$ cat src/hdl/cise_pkg.sv
// Shared types, constants and helper functions for the CAN id self-enumeration unit.
package cise_pkg;

  localparam int MAP_BYTES_DEF = 16;

  localparam int ID_W   = 7;
  localparam int TICK_W = 16;
  localparam int LEN_W  = 4;
  localparam int CFG_W  = 16;
  localparam int CFG_IDX_W = 2;

  localparam logic [ID_W-1:0]   ID_MAX         = 7'd99;
  localparam logic [ID_W-1:0]   ID_DEFAULT     = 7'd1;
  localparam logic [7:0]        FULL_BYTE      = 8'hFF;
  localparam logic [7:0]        ID0_BYTE       = 8'h01;
  localparam logic [TICK_W-1:0] TICK_MAX       = 16'hFFFF;
  localparam logic [TICK_W-1:0] HOLDOFF_RESET  = 16'd200;
  localparam logic [TICK_W-1:0] COLLECT_RESET  = 16'd100;

  typedef enum logic [CFG_IDX_W-1:0] {
    REG_START_ID = 2'd0,
    REG_HOLDOFF  = 2'd1,
    REG_COLLECT  = 2'd2
  } cfg_reg_t;

  typedef enum logic {
    CMD_TICK  = 1'b0,
    CMD_FRAME = 1'b1
  } cmd_t;

  typedef struct packed {
    logic            command;
    logic [ID_W-1:0] sender_id;
    logic            remote_request;
    logic [LEN_W-1:0] payload_length;
  } in_item_t;

  typedef struct packed {
    logic            deliver_frame;
    logic            send_reply;
    logic            send_request;
    logic [ID_W-1:0] node_id;
    logic            id_changed;
    logic            enum_failed;
  } out_item_t;

  // Map an arbitrary value onto a usable node id.
  function automatic logic [ID_W-1:0] legal_id(input logic [ID_W-1:0] v);
    logic [ID_W-1:0] r;
    r = (v inside {[ID_DEFAULT:ID_MAX]}) ? v : ID_DEFAULT;
    return r;
  endfunction

  // Index of the lowest clear bit; only meaningful when the byte is not full.
  function automatic logic [2:0] first_zero(input logic [7:0] b);
    logic [2:0] r;
    r = 3'd0;
    for (int i = 7; i >= 0; i--) begin
      if (!b[i]) r = 3'(i);
    end
    return r;
  endfunction

endpackage

$ cat src/hdl/can_id_self_enumeration_unit.sv
// Top level of the CAN node id self-enumeration unit: sequencer, timer and used-id map.
// Flow: an accepted item passes through EVAL, FRAME and FINISH, where its result is
//   registered; a frame marked into the map also passes MARK_RD and MARK_WR, an
//   enumeration start first sweeps the whole map clear, and a free-id scan reads and
//   checks one map byte at a time (one map read port). Items are taken one at a time;
//   the next is taken only after the result leaves FINISH, which waits on a stalled result.
// Reset (rst, synchronous): control state, timer, configuration and node id return to their defaults;
//   the used-id map is left as is and is fully rewritten when an enumeration starts.
module can_id_self_enumeration_unit #(
  parameter int MAP_BYTES = cise_pkg::MAP_BYTES_DEF
) (
  input  logic                          clk,
  input  logic                          rst,
  input  logic                          in_valid,
  output logic                          in_stall,
  input  cise_pkg::in_item_t            in_data,
  output logic                          out_valid,
  input  logic                          out_stall,
  output cise_pkg::out_item_t           out_data,
  input  logic                          cfg_wen,
  input  logic [cise_pkg::CFG_IDX_W-1:0] cfg_index,
  input  logic [cise_pkg::CFG_W-1:0]    cfg_data
);
  import cise_pkg::*;

  localparam int ADDR_W = (MAP_BYTES > 1) ? $clog2(MAP_BYTES) : 1;
  localparam logic [ADDR_W-1:0] LAST_ADDR = ADDR_W'(MAP_BYTES - 1);

  // One-hot sequencer states.
  typedef enum logic [8:0] {
    ST_IDLE     = 9'b000000001,
    ST_EVAL     = 9'b000000010,
    ST_CLEAR    = 9'b000000100,
    ST_SCAN_RD  = 9'b000001000,
    ST_SCAN_CHK = 9'b000010000,
    ST_FRAME    = 9'b000100000,
    ST_MARK_RD  = 9'b001000000,
    ST_MARK_WR  = 9'b010000000,
    ST_FINISH   = 9'b100000000
  } state_t;

  state_t state;

  // Configuration and persistent state.
  logic [TICK_W-1:0] holdoff_ticks;
  logic [TICK_W-1:0] collect_ticks;
  logic [ID_W-1:0]   current_id;
  logic              enum_pending;
  logic              enum_active;
  logic [TICK_W-1:0] elapsed_ticks;

  // Item held while the sequencer works on it.
  in_item_t item;
  logic deliver, reply, request, changed, failed;

  // Map sweep / scan address.
  logic [ADDR_W-1:0] addr;

  // Used-id map, one write port and one registered read port.
  logic [7:0] used_map [MAP_BYTES];
  logic              mem_we;
  logic [ADDR_W-1:0] mem_waddr;
  logic [ADDR_W-1:0] mem_raddr;
  logic [7:0]        mem_wdata;
  logic [7:0]        rd_data;

  // Sender id split into map byte and bit.
  logic [ADDR_W-1:0] sender_addr;
  logic              sender_in_map;
  assign sender_addr   = ADDR_W'(item.sender_id[6:3]);
  assign sender_in_map = {1'b0, item.sender_id[6:3]} < 5'(MAP_BYTES);

  // A frame outside any enumeration phase that carries our own id.
  logic own_id_hit;
  assign own_id_hit = !enum_active && !enum_pending && item.sender_id == current_id;

  // Shared timer compare: the active phase picks its limit.
  logic [TICK_W-1:0] limit;
  logic              limit_passed;
  assign limit        = enum_pending ? holdoff_ticks : collect_ticks;
  assign limit_passed = elapsed_ticks > limit;

  // Candidate id from the byte just read during the scan.
  logic [ID_W-1:0] scan_id;
  assign scan_id = ID_W'({addr, first_zero(rd_data)});

  logic in_xfer, out_free;
  assign in_stall = (state != ST_IDLE);
  assign in_xfer  = in_valid && !in_stall;
  assign out_free = !out_valid || !out_stall;

  always_comb begin
    mem_we    = 1'b0;
    mem_waddr = addr;
    mem_wdata = 8'h00;
    mem_raddr = addr;
    case (state)
      ST_CLEAR: begin
        mem_we    = 1'b1;
        mem_wdata = (addr == '0) ? ID0_BYTE : 8'h00;
      end
      ST_MARK_RD: begin
        mem_raddr = sender_addr;
      end
      ST_MARK_WR: begin
        mem_we    = 1'b1;
        mem_waddr = sender_addr;
        mem_wdata = rd_data | (8'h01 << item.sender_id[2:0]);
      end
      default: begin
        mem_we = 1'b0;
      end
    endcase
  end

  always_ff @(posedge clk) begin
    if (mem_we) used_map[mem_waddr] <= mem_wdata;
    rd_data <= used_map[mem_raddr];
  end

  always_ff @(posedge clk) begin
    if (rst) begin
      state         <= ST_IDLE;
      holdoff_ticks <= HOLDOFF_RESET;
      collect_ticks <= COLLECT_RESET;
      current_id    <= ID_DEFAULT;
      enum_pending  <= 1'b0;
      enum_active   <= 1'b0;
      elapsed_ticks <= '0;
      out_valid     <= 1'b0;
      addr          <= '0;
    end else begin
      // Drop a result once the consumer takes it, unless a new one replaces it.
      if (out_valid && !out_stall && state != ST_FINISH) out_valid <= 1'b0;

      case (state)
        ST_IDLE: begin
          if (in_xfer) begin
            item    <= in_data;
            deliver <= 1'b0;
            reply   <= 1'b0;
            request <= 1'b0;
            changed <= 1'b0;
            failed  <= 1'b0;
            // Advance the saturating tick count.
            if (in_data.command == CMD_TICK && elapsed_ticks != TICK_MAX)
              elapsed_ticks <= elapsed_ticks + 1'b1;
            state <= ST_EVAL;
          end
        end
        ST_EVAL: begin
          addr <= '0;
          if (enum_pending && limit_passed) begin
            // Hold-off over: start collecting with a fresh map.
            enum_active   <= 1'b1;
            enum_pending  <= 1'b0;
            elapsed_ticks <= '0;
            request       <= 1'b1;
            state         <= ST_CLEAR;
          end else if (enum_active && limit_passed) begin
            state <= ST_SCAN_RD;
          end else begin
            state <= ST_FRAME;
          end
        end
        ST_CLEAR: begin
          if (addr == LAST_ADDR) begin
            state <= ST_FRAME;
          end else begin
            addr <= addr + 1'b1;
          end
        end
        ST_SCAN_RD: begin
          state <= ST_SCAN_CHK;
        end
        ST_SCAN_CHK: begin
          if (rd_data != FULL_BYTE || addr == LAST_ADDR) begin
            if (rd_data != FULL_BYTE && scan_id >= ID_DEFAULT && scan_id <= ID_MAX) begin
              current_id <= scan_id;
              changed    <= 1'b1;
            end else begin
              failed <= 1'b1;
            end
            enum_active  <= 1'b0;
            enum_pending <= 1'b0;
            state        <= ST_FRAME;
          end else begin
            addr  <= addr + 1'b1;
            state <= ST_SCAN_RD;
          end
        end
        ST_FRAME: begin
          // Mark the sender while collecting, else go straight to the result.
          if (item.command == CMD_FRAME && enum_active && sender_in_map) begin
            state <= ST_MARK_RD;
          end else begin
            state <= ST_FINISH;
          end
          if (item.command == CMD_FRAME) begin
            // Another node holds our id: start the hold-off.
            if (own_id_hit) enum_pending <= 1'b1;
            // A conflict or a remote request restarts the timer.
            if (own_id_hit || item.remote_request) elapsed_ticks <= '0;
            if (item.remote_request) begin
              reply <= 1'b1;
            end else begin
              deliver <= (item.payload_length != '0);
            end
          end
        end
        ST_MARK_RD: begin
          state <= ST_MARK_WR;
        end
        ST_MARK_WR: begin
          state <= ST_FINISH;
        end
        ST_FINISH: begin
          // Hold the result until the output register is free.
          if (out_free) begin
            out_valid              <= 1'b1;
            out_data.deliver_frame <= deliver;
            out_data.send_reply    <= reply;
            out_data.send_request  <= request;
            out_data.node_id       <= current_id;
            out_data.id_changed    <= changed;
            out_data.enum_failed   <= failed;
            state                  <= ST_IDLE;
          end
        end
        default: begin
          state <= ST_IDLE;
        end
      endcase

      // Configuration writes must arrive only while the block is idle; the block itself does not enforce this.
      if (cfg_wen) begin
        case (cfg_index)
          REG_START_ID: current_id    <= legal_id(cfg_data[ID_W-1:0]);
          REG_HOLDOFF:  holdoff_ticks <= cfg_data;
          REG_COLLECT:  collect_ticks <= cfg_data;
          default:      ;
        endcase
      end
    end
  end

`ifndef ASSERT_OFF
  a_phase_exclusive: assert property (@(posedge clk) disable iff (rst)
    !(enum_pending && enum_active))
    else $error("pending and active phases overlap");

  a_result_from_finish: assert property (@(posedge clk) disable iff (rst)
    $rose(out_valid) |-> $past(state == ST_FINISH))
    else $error("result raised outside the finish step");

  a_transfer_to_eval: assert property (@(posedge clk) disable iff (rst)
    in_xfer |=> state == ST_EVAL)
    else $error("accepted item did not enter evaluation");

  a_result_sane: assert property (@(posedge clk) disable iff (rst)
    out_valid |-> !(out_data.id_changed && out_data.enum_failed)
                  && out_data.node_id >= ID_DEFAULT && out_data.node_id <= ID_MAX)
    else $error("inconsistent result flags or node id");
`endif

endmodule
$ cat config.mk
export PLATFORM = sky130hd
export DESIGN_NAME = can_id_self_enumeration_unit
export DESIGN_NICKNAME = d
export VERILOG_FILES = /design/src/hdl/cise_pkg.sv /design/src/hdl/can_id_self_enumeration_unit.sv
export SDC_FILE = /design/constraint.sdc
export NUM_CORES = 1
export LEC_CHECK = 0
export ABC_AREA = 1
export BUFFER_PORTS_ARGS = -buffer_cell sky130_fd_sc_hd__buf_2
export CAP_MARGIN = 20
export CORE_ASPECT_RATIO = 0.75
export CORE_MARGIN = 4
export CORE_UTILIZATION = 45
export CTS_BUF_LIST = sky130_fd_sc_hd__clkbuf_8
export DETAILED_ROUTE_END_ITERATION = 8
export PLACE_DENSITY = 0.66
export SETUP_SLACK_MARGIN = 0.1
export SYNTH_ARGS = -nofsm -noshare
export SYNTH_HDL_FRONTEND = slang
export SYNTH_SLANG_ARGS = --single-unit
$ cat constraint.sdc
create_clock -name clk -period 3.25 [get_ports clk]
set_input_delay 0 -clock clk [delete_from_list [all_inputs] [get_ports clk]]
set_output_delay 0 -clock clk [all_outputs]
set_load 0.01 [all_outputs]
## After elaboration in Yosys (flattened, before gate mapping)

Memories as Yosys holds them, arrays and structs flattened. A register that Yosys moved wholly into a read port is not among the register bits.
Index checks and enable logic that the tools add are counted.
W data, S select, Z words.

- $add $sub $neg: 2
- $lt $le $gt $ge: 5
- Equality and inequality tests: 32
- Shift-type cells: 1
- Multiplexer cells: 63
- Bitwise operators: 3
- Reductions and logical operators: 45

Operator list:

| operator | number |
|---|---|
| $mux W16 | 6 |
| $pmux W9 S9 | 1 |
| $pmux W16 S3 | 1 |
| $mux W7 | 6 |
| $mux W9 | 4 |
| $ne A2 B2 Y1 const B | 15 |
| $reduce_and A5 Y1 | 5 |
| $mux W3 | 8 |
| $mux W1 | 21 |
| $mux W6 | 3 |
| $add A16 B1 Y16 const B | 1 |
| $gt A16 B16 Y1 | 1 |
| $mux W4 | 4 |
| $ne A16 B16 Y1 const B | 1 |
| $pmux W8 S2 | 1 |
| $reduce_and A3 Y1 | 5 |
| $ge A7 B1 Y1 const B | 2 |
| $le A7 B7 Y1 const B | 2 |
| $logic_and A1 B1 Y1 | 12 |
| $pmux W1 S2 | 6 |
| $pmux W4 S3 | 1 |
| $eq A9 B1 Y1 const B | 1 |
| $eq A9 B2 Y1 const B | 1 |
| $eq A9 B3 Y1 const B | 1 |
| 29 further kinds | 42 |

- Bits in registers: 101
- Bits in writable memories: 128
- Input bits: 36
- Output and inout port bits: 14
- Word-level logic and storage cells: 176
- Memories kept: 1

Memories:

| memory | words | width | read ports | clocked after memory_dff | wr ports | line | text |
|---|---|---|---|---|---|---|---|
| used_map | 16 | 8 | 1 | 1 | 1 | can_id_self_enumeration_unit.sv:60 | `logic [7:0] used_map [MAP_BYTES];` |

## Longest topological paths before layout

Gate-level depths: netlist of run 1.

- Depth in word-level cells: 16
- Gate-level depth with buffers: 18
- Depth with buffers taken out: 18

## Worst setup path before layout of run 1

No wires, ideal clock.

- Path kind: reg-to-reg
- Start: register enum_pending
- End: register elapsed_ticks[8]
- Library setup time: 0.128 ns
- Arrival: 2.314 ns
- Data required time: 3.122 ns
- Slack: 0.808 ns
- Cell stages (with the launch flop): 18
- Buffers on the path: 3
- Period minus slack after synthesis: 2.442 ns
- Path through: dfxtp_1 -> buf_1 -> clkbuf_1 -> nand2_1 -> o21ai_0 -> ha_1 -> a21o_1 -> nand3_1 -> a21oi_1 -> nor2_1 -> nand2_1 -> nand3_1 -> nand2_1 -> nand2_2 -> buf_6 -> nand2_1 -> o21ai_1 -> nor2_1

- Word-level cells in the longest chain between the ends: 6
- Elaborated cells between the ends (all ways): 10
- Classes of those cells: 1 x order compare; 2 x eq/ne; 1 x mux; 6 x reduce/logical

Ends and longest elaborated chain:

| item | line | text |
|---|---|---|
| from (decl) | can_id_self_enumeration_unit.sv:48 | `logic enum_pending;` |
| from (signal assigned) | can_id_self_enumeration_unit.sv:127 | `enum_pending <= 1'b0;` |
| from (signal assigned) | can_id_self_enumeration_unit.sv:156 | `enum_pending <= 1'b0;` |
| from (signal assigned) | can_id_self_enumeration_unit.sv:185 | `enum_pending <= 1'b0;` |
| branches (longest 5 deep; another with $gt A16 B16 Y1) | - |  |
| $reduce_and A6 Y1 (no source line) * | - |  |
| to (signal assigned) | can_id_self_enumeration_unit.sv:147 | `elapsed_ticks <= elapsed_ticks + 1'b1;` |
| to (decl) | can_id_self_enumeration_unit.sv:50 | `logic [TICK_W-1:0] elapsed_ticks;` |

Every way passes the cells marked *.
A chain may end at the register's enable or synchronous reset.

## Worst setup path in the final report of run 1

- Start: register state[0]
- End: memory used_map[10][4] (enable)

- Word-level cells in the longest chain between the ends: 5
- Elaborated cells between the ends (all ways): 7
- Classes of those cells: 2 x eq/ne; 4 x mux; 1 x reduce/logical

Ends and longest elaborated chain:

| item | line | text |
|---|---|---|
| from (decl) | can_id_self_enumeration_unit.sv:42 | `state_t state;` |
| from (signal assigned) | can_id_self_enumeration_unit.sv:123 | `state <= ST_IDLE;` |
| from (signal assigned) | can_id_self_enumeration_unit.sv:148 | `state <= ST_EVAL;` |
| from (signal assigned) | can_id_self_enumeration_unit.sv:159 | `state <= ST_CLEAR;` |
| $eq A9 B3 Y1 or $eq A9 B8 Y1 (tied branches) | can_id_self_enumeration_unit.sv:97 | `case (state)` |
| $reduce_or A2 Y1 (no source line) | - |  |
| $mux W1 | can_id_self_enumeration_unit.sv:97 |  |
| $mux W1 | can_id_self_enumeration_unit.sv:117 | `if (mem_we) used_map[mem_waddr] <= mem_wdata;` |
| $mux W1 (implied by the code) | can_id_self_enumeration_unit.sv:117 |  |
| to (decl) | can_id_self_enumeration_unit.sv:60 |  |

Several ways; a longest one is shown, not always the timed one.

==> impl_results.md, run 1 <==
* Vias in the first global route at slightly below 8k
* Die area at between 20000 and 30000 um2
* Slew HR at 0.202
* First-pass GRT wire length at roughly 44000 um
* Setup-failing EPs final at 0
* Filler Cell Count at approximately 2.1k
* Layout cells sized above 1 at 0.126
* Outcome: finished clean
* Post-synth EDFFs at approximately 160
* LEAKAGE at around 4.7 nW
* Sum Neg Setup Slack at 0 ns
* Crit path max-delay cell type: nor2_1
* CP Capture Type: flip-flop
* R2R cell count at 11
* Pint at between 4 and 5 mW
* Syn_nets at about 1.2k
* Design Area, Final at about 13000 um2
* Sequential share of power at 0.513
* Reg2Reg Setup Slack at 0.39 ns
* Core box area at 23900 um2
* Largest area contributor in the netlist: edfxtp_1
* Worst hold path type: input port to flip-flop
* Critical path peak fanout at 14
* DIE HEIGHT at between 100 and 150 um
* Vias per cell at 5.36
* CP cell instances: nor2_2, nand2_2, nor2_2, nand2_1, inv_2, nor2_1, a21oi_1, inv_1, nor2_1, nand2_1, nor2_1
* Post-route ant nets at 0
* Combinational share of power at 0.118
* Placement Cell Area at approximately 11000 um2
* Final hold viol count at 0
* Vias at approximately 8.6k
* Count leader, synth: edfxtp_1
* Initial Utilization at 0.456
* CTS sink cnt at approximately 240
* Largest net degree at the start of global routing at 60
* Sw Share at 0.273
* Yosys warns at 0
* Final GP Congestion at a little under 0.9
* Reg2reg start: state[0]
* Req. time, crit path at 3.40 ns
* Startpoint Class: flip-flop
* Fmax achieved at 349 MHz
* Max-slew violations at 0
* Worst Setup EP: used_map[10][4]
* Cell mode on critical path: nor2_1
* Clock-pin slew on the worst setup and hold paths at roughly 0.060 ns
* Crit. Startpoint: state[0]
* Port Buf Inserts at 49
* Total CTS buffers at 40
* Top cell type's share of synthesized area at 0.435
* Pwr dens at 524 nW/um2
* I/O pin total at 50
* Tmin final at around 2.9 ns
* Post-Syn Area per Cell at 9.42 um2
* Initial DRT Pass Iterations at 5
* Worst slew pin tran at about 1.2 ns
* Worst-case clock buffer depth at 3
* Worst r2r dst: used_map[10][4]
* Fin nets at 1317
* Rows at 49
* Setup CP Type: flip-flop to flip-flop
* Detailed placer's ending HPWL at roughly 19000 um
* Worst VDD drop at about 0.3 mV
* Final period util at 0.881
* WL final at 27900 um
* First-iteration detailed-routing DRC count at between 900 and 1k
* Asr flop ratio synth at 0
* WL per Instance at between 15 and 20 um
* Sequential share of the synthesized area at 0.580
* Chip width at 188 um
* Post-CTS setup buffers at 0
* CP max stage delay at approximately 0.57 ns
* Max_cap viols at 0
* GRT Total Usage at 0.206
* Synth unique cells at 45
* Layout Skew at around 0.032 ns
* Seq cells post-synth at 237
* Main area contributors after synthesis: edfxtp_1, dfxtp_1, nand2_1
* CTS Root Cell: clkbuf_8
* WP data arrival at 3.02 ns
* Clk_lat worst skew at 0.55 ns
* RSZ-0062 raised after global routing: no
* Layout area overhead at 15.7%
* Mapped Cells at between 1k and 1.5k
* Drt drc at 0
* Most frequently used flop master after synthesis: edfxtp_1
* Net Sw Power at about 1.8 mW
* Most frequent cells after synthesis: edfxtp_1, nand2_1, nor2_1
* Total grt overflow at 0
* Cell Area, Synth at roughly 11000 um2
* Ant diodes at 0
* Initial antenna violation count at 0
* CTS tree: done
* Share of total power in the clock network at 0.369
* H-tree Lvls at 2
## registers in the layout (all words and copies together), names as in the netlist
register	count
addr	4
changed	1
collect_ticks	16
current_id	7
deliver	1
elapsed_ticks	16
enum_active	1
enum_pending	1
failed	1
holdoff_ticks	16
item	13
out_data	12
out_valid	1
rd_data	8
reply	1
request	1
state	9
used_map	128
## kinds of logic after synthesis
family	synth area share
AOI/OAI and AO/OA	0.136
xor gates and xnor gates	0.0112
adders and majority gates	0.0230
buffers and inverters	0.0714
DFF	0.580
muxes	0.00275
and+or+nand+nor	0.175
## critical path: cells and delay by family, from the launching register on
kind	cells	cell delay, ns
AND/OR/NAND/NOR	8	1.49
buffers and inverters	2	0.38
flip-flops	1	0.32
AO/OA/AOI/OAI	1	0.31
## stage by stage
step	power [mW]	utilization	std cells	worst slack, ns	hold WS (ns)
after floorplan	3.98	-	1157	0.808	0.0989
after global placement	4.17	0.479	1485	0.450	0.178
after detailed placement	4.18	0.479	1485	0.381	0.178
after CTS	6.67	0.526	1598	0.373	0.0727
after global routing	6.93	0.527	1599	0.167	0.0864
final	6.61	0.527	1599	0.385	0.114
## area by class of cell
class,instances,area (um2),area share
multi-input cells,732,3840,0.305
well taps,306,383,0.0304
clock inverters,30,123,0.00972
clock buffers,44,606,0.0480
inverters,144,543,0.0431
repair buffers,106,791,0.0627
flip-flops and latches,237,6330,0.502
## worst min path at each step
stage                 from  endpoint  cells past startpoint
2_1_floorplan   in_data[0]   item[0]                      0
3_3_place_gp    in_data[2]   item[2]                      1
3_5_place_dp   in_data[11]  item[11]                      1
4_1_cts           in_valid  state[5]                      7
5_1_grt           in_valid   item[7]                      4
6_report          in_valid   item[7]                      4
## power groups by stage
stage / Sequential [mW] / Clock, mW / Combinational, mW
CTS: 3.39 / 2.51 / 0.772
global route: 3.40 / 2.64 / 0.891
global placement: 3.45 / 0 / 0.720
floorplan: 3.41 / 0 / 0.571
detailed placement: 3.45 / 0 / 0.733
finish: 3.39 / 2.44 / 0.781
## routing by layer
metal	track usage	vias to the layer above	wire, um
met4	0.0486	0	426
met3	0.0469	42	2540
li1	-	4185	-
met2	0.279	351	11000
met1	0.332	3998	14000
met5	0	-	0
## timing repair
item / 4_1_cts / 5_1_grt
hold buffers: 39 / 0
setup endpoints to repair: 0 / 51
endpoints found under the hold margin: 72 / 0
resized for setup: 0 / 8
## cell usage in the layout, fill, tap and decap left out, drive strengths merged, types with 5 or more instances in the layout
cell type	n
buf	67
ha	20
edfxtp	158
nand2	156
nor2	151
o21a	5
nand4	23
dfxtp	79
xor2	12
nor3	26
inv	162
nor4	5
o21bai	12
a21oi	57
nand3	64
dlygate4sd3	39
clkbuf	44
o211ai	25
o21ai	153
clkinv	12
(Power assumes the default switching activity.)
==> run 2: changes to the inputs <==
--- a/config.mk
+++ b/config.mk
@@ -13,6 +13,7 @@
 export CORE_UTILIZATION = 45
 export CTS_BUF_LIST = sky130_fd_sc_hd__clkbuf_8
 export DETAILED_ROUTE_END_ITERATION = 8
+export HOLD_SLACK_MARGIN = 0.12
 export PLACE_DENSITY = 0.66
 export SETUP_SLACK_MARGIN = 0.1
 export SYNTH_ARGS = -nofsm -noshare
==> constraint.sdc (replaced) <==
create_clock -name clk -period 3.5 [get_ports clk]
set_input_delay 0 -clock clk [delete_from_list [all_inputs] [get_ports clk]]
set_output_delay 0 -clock clk [all_outputs]
set_load 0.01 [all_outputs]
==> run 2 against run 1 <==
Sequential cell count stayed put; cell count up 1.1%; largest cell class unchanged; combinational power is 5.4% lower; largest power group unchanged; wire length is 1.0% lower; critical path depth is 5 higher; die area unchanged.
==> impl_results.md, run 2 (synthesis gave the netlist of run 1 again) <==
* CTS tree: done
* R2R cell count at 16 (+5)
* RSZ-0062 raised after global routing: no
* Req. time, crit path at 3.92 ns (+0.52 ns)
* Setup-failing EPs final at 0 (unchanged)
* Chip width at 188 um (unchanged)
* Worst slew pin tran at 0.970 ns (-0.216 ns)
* Worst hold path type: input port to flip-flop
* Clock-pin slew on the worst setup and hold paths at 0.06 ns (about the same)
* Rows at 49 (unchanged)
* Total CTS buffers at 39 (-2.5%)
* Fin nets at 1341 (+1.8%)
* Max_cap viols at 0 (unchanged)
* Post_cts resized at 0 (unchanged)
* CP max stage delay at 0.76 ns (+0.19 ns)
* Worst VDD drop at 0.247 mV (-17%)
* LEAKAGE at 4.80 nW (+2.3%)
* Critical path peak fanout at 21 (+7)
* Initial antenna violation count at 0 (unchanged)
* Cell family with most CP delay: simple AND/OR/NAND/NOR gates
* Vias in the first global route at 7975 (+1.1%)
* Tmin final at 3.02 ns (+0.158 ns)
* Vias at 8566 (-0.12%)
* M3 GR Usage at 0.0433 (-0.00367)
* Layout Skew at 0.0219 ns (-0.0104 ns)
* CP Capture Type: flip-flop
* CTS sink cnt at 237 (unchanged)
* Initial Utilization at 0.456 (unchanged)
* Final GP Congestion at 0.912 (+3.0%)
* Startpoint Class: flip-flop
* Vias per cell at 5.30 (-1.2%)
* H-tree Lvls at 2 (unchanged)
* I/O pin total at 50 (unchanged)
* Setup CP Type: flip-flop to flip-flop
* Flip-flop count of the largest register after layout at 128 (unchanged)
* First-iteration detailed-routing DRC count at 928 (+0.43%)
* Sum Neg Setup Slack at 0 ns (unchanged)
* Worst-case clock buffer depth at 3 (unchanged)
* Port Buf Inserts at 49 (unchanged)
* DIE HEIGHT at 143 um (unchanged)
* Final period util at 0.864 (-0.0179)
* Drt drc at 0 (unchanged)
* WP data arrival at 3.44 ns (+0.42 ns)
* Max-slew violations at 0 (unchanged)
* CP cell instances: buf_4, mux2i_1, ha_1, a21oi_1, o21ai_0, nand2_1, nand2_1, nand2_1, nand2_1, nand3_1, nand2_1, buf_4, nand2_2, nand2_1, o21ai_1, nor2_1
* Total grt overflow at 0 (unchanged)
* First-pass GRT wire length at 43900 um (about the same)
* Slew HR at 0.348 (+0.145)
* Core box area at 23900 um2 (unchanged)
* Hold_buf cts at 53 (+36%)
* Grt met2 use at 0.282 (+0.00248)
* Largest net degree at the start of global routing at 70 (+17%)
* Pwr dens at 482 nW/um2 (-8.1%)
* Outcome: finished clean
* Final hold viol count at 0 (unchanged)
* Post-CTS setup buffers at 0 (unchanged)
* Fmax achieved at 331 MHz (-5.2%)
* WP buf/inv at 2 (unchanged)
* GRT Total Usage at 0.206 (about the same)
* Clk_lat worst skew at 0.53 ns (-0.02 ns)
* Reg with most FFs: used_map
* WL final at 27600 um (-1.0%)
* Most common cell after layout, fill and taps aside: edfxtp_1
* Layout area overhead at 17.4%
* Hold Slack at 0.178 ns (+0.0637 ns)
* Gr busiest metal: met1
* WL per Instance at 17.1 um (-2.1%)
* Crit path max-delay cell type: dfxtp_1
* CTS Root Cell: clkbuf_8
* Initial DRT Pass Iterations at 8 (+3)
* Worst path depth at 16 (+5)
* Commonest non-fill, non-tap cells in the layout: edfxtp_1, inv_1, nand2_1
* Cell mode on critical path: nand2_1
* Ant diodes at 0 (unchanged)
* Post-route ant nets at 0 (unchanged)
* M1 GR Usage at 0.330 (-0.00231)
* Hold path depth at 2 (-2)
* Layout cells sized above 1 at 0.128 (+0.00208)
* Die area at 26800 um2 (unchanged)
* Detailed placer's ending HPWL at 18500 um (-2.7%)
## run 2: changes by cell type in the layout (fill, tap and decap cells not counted), moves of 3 or more
cell and change:
clkbuf_8 +4, clkinv_1 -4, dlygate4sd3_1 +14, nor2_2 -8, buf_4 +13, clkinv_2 -3
nor2_1 +8, inv_1 -5
## run 2: per-layer routing
| metal | share of wire | wire [um] |
|---|---|---|
| met3 | 0.086 | 2390 |
| met1 | 0.50 | 13800 |
| met5 | 0 | 0 |
| met2 | 0.40 | 11000 |
| met4 | 0.017 | 457 |
## run 2: where the power goes
part / total (mW) / internal, mW / leakage, nW / switching [mW]
registers: 3.15 / 3.05 / 1.82 / 0.0975
clock network: 2.29 / 1.23 / 0.424 / 1.05
logic: 0.739 / 0.268 / 2.56 / 0.471
total: 6.17 / 4.55 / 4.80 / 1.62
## run 2: layout make-up
cell class              count  area, um2
well taps                 306        383
repair buffers            131        993
clock buffers              48        661
fillers                  2152      11100
clock inverters            19       81.3
inverters                 144        543
flip-flops and latches    237       6330
multi-input cells         732       3820
## run 2: through the flow
step	util	setup slack [ns]	total power, mW	area, um2	cells
after global routing	0.535	0.141	6.47	12800	1617
after global placement	0.482	0.621	3.86	11500	1497
after CTS	0.535	0.493	6.22	12800	1617
final	0.535	0.478	6.17	12800	1617
after detailed placement	0.482	0.512	3.89	11500	1497
after floorplan	-	1.06	3.69	10900	1157
## run 2: final timing paths
path	from	endpoint	slack, ns
max	enum_pending	elapsed_ticks[1]	0.48
max reg2reg	enum_pending	elapsed_ticks[1]	0.48
min reg2reg	changed	out_data[1]	0.42
min	in_data[0]	item[0]	0.18
==> run 3: changes to the inputs <==
--- a/config.mk
+++ b/config.mk
@@ -14,7 +14,7 @@
 export CTS_BUF_LIST = sky130_fd_sc_hd__clkbuf_8
 export DETAILED_ROUTE_END_ITERATION = 8
 export HOLD_SLACK_MARGIN = 0.12
-export PLACE_DENSITY = 0.66
+export PLACE_DENSITY = 0.59
 export SETUP_SLACK_MARGIN = 0.1
 export SYNTH_ARGS = -nofsm -noshare
 export SYNTH_HDL_FRONTEND = slang
==> run 3 against run 2 <==
Cell count down 0.25%; wire length is 3.2% higher; register-to-register slack improved by 0.03 ns; first-iteration DRC count shrank 13%; total power grew 3.1%; core utilization is 0.078 points higher; final area up 0.15%; setup slack better by 0.029 ns; sequential share of layout area decreased by 0.072 points; clock skew is 0.0040 ns lower.
==> impl_results.md, run 3 (synthesis gave the netlist of run 1 again) <==
* Flip-flop count of the largest register after layout at 128 (unchanged)
* Port Buf Inserts at 49 (unchanged)
* Pwr Total at 6.36 mW (+3.1%)
* Slew HR at 0.447 (+0.0993)
* Vias at 8540 (-0.30%)
* Clock-pin slew on the worst setup and hold paths at 0.06 ns (about the same)
* Final hold viol count at 0 (unchanged)
* Setup ws final at 0.507 ns (+0.0290 ns)
* Tmin final at 2.99 ns (-0.0290 ns)
* M3 GR Usage at 0.0433 (unchanged)
* Fin nets at 1332 (-0.67%)
* Setup CP Type: flip-flop to flip-flop
* Worst VDD drop at 0.260 mV (+5.2%)
* Worst hold path type: input port to flip-flop
* Multi-input logic area at 3820 um2 (unchanged)
* Post-route ant nets at 0 (unchanged)
* CTS tree: done
* DIE HEIGHT at 143 um (unchanged)
* Outcome: finished clean
* Worst r2r dst: used_map[3][3]
* Req. time, crit path at 3.65 ns (-0.27 ns)
* Total grt overflow at 0 (unchanged)
* Share of total power in the clock network at 0.388 (+0.018)
* Net Sw Power at 1.69 mW (+4.1%)
* Layout Skew at 0.0179 ns (-0.00401 ns)
* Hold EP: item[3]
* Total CTS buffers at 39 (unchanged)
* WL final at 28500 um (+3.2%)
* Core box area at 23900 um2 (unchanged)
* Placed insts at 1486 (-0.73%)
* Reg2Reg Setup Slack at 0.51 ns (+0.03 ns)
* I/O pin total at 50 (unchanged)
* Initial DRT Pass Iterations at 5 (-3)
* Vias in the first global route at 7778 (-2.5%)
* Sw Share at 0.265 (+0.00245)
* Worst slew pin tran at 0.830 ns (-0.140 ns)
* Pwr dens at 496 nW/um2 (+3.0%)
* LEAKAGE at 4.79 nW (-0.13%)
* Vias per cell at 5.29 (about the same)
* Detailed placer's ending HPWL at 19100 um (+3.6%)
* Initial Utilization at 0.456 (unchanged)
* Hold Slack at 0.197 ns (+0.0184 ns)
* Setup-failing EPs final at 0 (unchanged)
* Post-CTS setup buffers at 0 (unchanged)
* Layout area overhead at 17.6%
* Drt drc at 0 (unchanged)
* Hold path depth at 2 (unchanged)
* Commonest non-fill, non-tap cells in the layout: edfxtp_1, nand2_1, inv_1
* Hold path startpoint: in_data[3]
* Pre-CTS WS at 0.479 ns (-0.0332 ns)
* Critical path peak fanout at 14 (-33%)
* Gr busiest metal: met1
* Post_cts resized at 0 (unchanged)
* Sum Neg Setup Slack at 0 ns (unchanged)
* Max_cap viols at 0 (unchanged)
* R2R cell count at 11 (-5)
* Pint at 4.68 mW (+2.8%)
* GRT Total Usage at 0.210 (+0.00397)
* H-tree Lvls at 2 (unchanged)
* RSZ-0062 raised after global routing: no
* Reg2reg start: state[3]
* Sequential share of power at 0.493 (-0.017)
* M1 GR Usage at 0.350 (+0.0199)
* Initial antenna violation count at 0 (unchanged)
* Most common cell after layout, fill and taps aside: edfxtp_1
* Chip width at 188 um (unchanged)
* Clk_lat worst skew at 0.53 ns (about the same)
* Die area at 26800 um2 (unchanged)
* WL per Instance at 17.7 um (+3.5%)
* WP data arrival at 3.14 ns (-0.30 ns)
* Reg with most FFs: used_map
* Ant diodes at 0 (unchanged)
* Max-slew violations at 0 (unchanged)
* CP Capture Type: flip-flop
* CTS sink cnt at 237 (unchanged)
* Combinational share of power at 0.120 (about the same)
* Filler Cell Count at 2163 (+0.51%)
* Startpoint Class: flip-flop
* First-iteration detailed-routing DRC count at 803 (-13%)
* Final period util at 0.855 (-0.00829)
* Grt met2 use at 0.279 (-0.00267)
* Rows at 49 (unchanged)
* First-pass GRT wire length at 44800 um (+2.0%)
* Register area at 6330 um2 (unchanged)
* Fmax achieved at 334 MHz (+0.97%)
* Layout cells sized above 1 at 0.125 (-0.00343)
* Final GP Congestion at 0.893 (-2.1%)
* Worst-case clock buffer depth at 3 (unchanged)
* CTS Root Cell: clkbuf_8
* Final std cells w/o fill at 1613 (-0.25%)
* Largest net degree at the start of global routing at 60 (-14%)
-- run 3: cell count changes in the layout (fill, tap and decap cells not counted) --
cell       before  now
bufinv_16       0    1
clkinv_2        1    2
clkbuf_8       48   50
clkinv_1        4    7
buf_6           0    2
buf_12          0    1
inv_1         149  147
buf_4          29   17
-- run 3: power groups by stage --
stage	Clock [mW]	Combinational [mW]	Sequential (mW)
2_1_floorplan	0	0.530	3.16
3_3_place_gp	0	0.697	3.20
3_5_place_dp	0	0.707	3.20
4_1_cts	2.52	0.754	3.14
5_1_grt	2.65	0.860	3.15
6_report	2.47	0.761	3.14
-- run 3: worst max path at each step --
stage / endpoint / cells after the start / startpoint
floorplan: elapsed_ticks[8] / 17 / enum_pending
global placement: used_map[3][2] / 11 / state[2]
detailed placement: used_map[3][3] / 11 / state[0]
CTS: used_map[3][3] / 11 / state[3]
global route: used_map[3][3] / 11 / state[3]
finish: used_map[3][3] / 11 / state[3]
-- run 3: cell type report --
| cell class | count | share of cell area |
|---|---|---|
| Timing Repair Buffer | 122 | 0.0738 |
| Sequential cell | 237 | 0.493 |
| Tap cell | 306 | 0.0299 |
| Clock buffer | 50 | 0.0537 |
| Multi-Input combinational cell | 732 | 0.298 |
| Clock inverter | 22 | 0.00937 |
| Inverter | 144 | 0.0423 |
-- run 3: metrics by stage --
stage | instance area, um2 | utilization
floorplan | 10900 | -
global placement | 11500 | 0.479
detailed placement | 11500 | 0.479
CTS | 12800 | 0.535
global route | 12800 | 0.536
finish | 12800 | 0.536
-- run 3: layer usage --
metal | part of all wire | up-vias
met5 | 0 | -
met4 | 0.014 | 0
met3 | 0.080 | 37
met2 | 0.39 | 289
met1 | 0.52 | 4011
li1 | - | 4203
-- run 3: repair_timing --
action	CTS	global route
endpoints found under the setup margin	0	0
hold endpoints to repair	90	0
hold buffers	53	0
-- run 3: critical path: stages, from the launching register on --
cell and delay [ns]:
dfxtp_1 0.33, nor2_2 0.14, nand2_2 0.11, nor2_2 0.13, nand2_1 0.20, inv_2 0.28, nor2_1 0.07, a21oi_1 0.30
inv_1 0.10, nor2_1 0.22, nand2_1 0.13, nor2_1 0.60
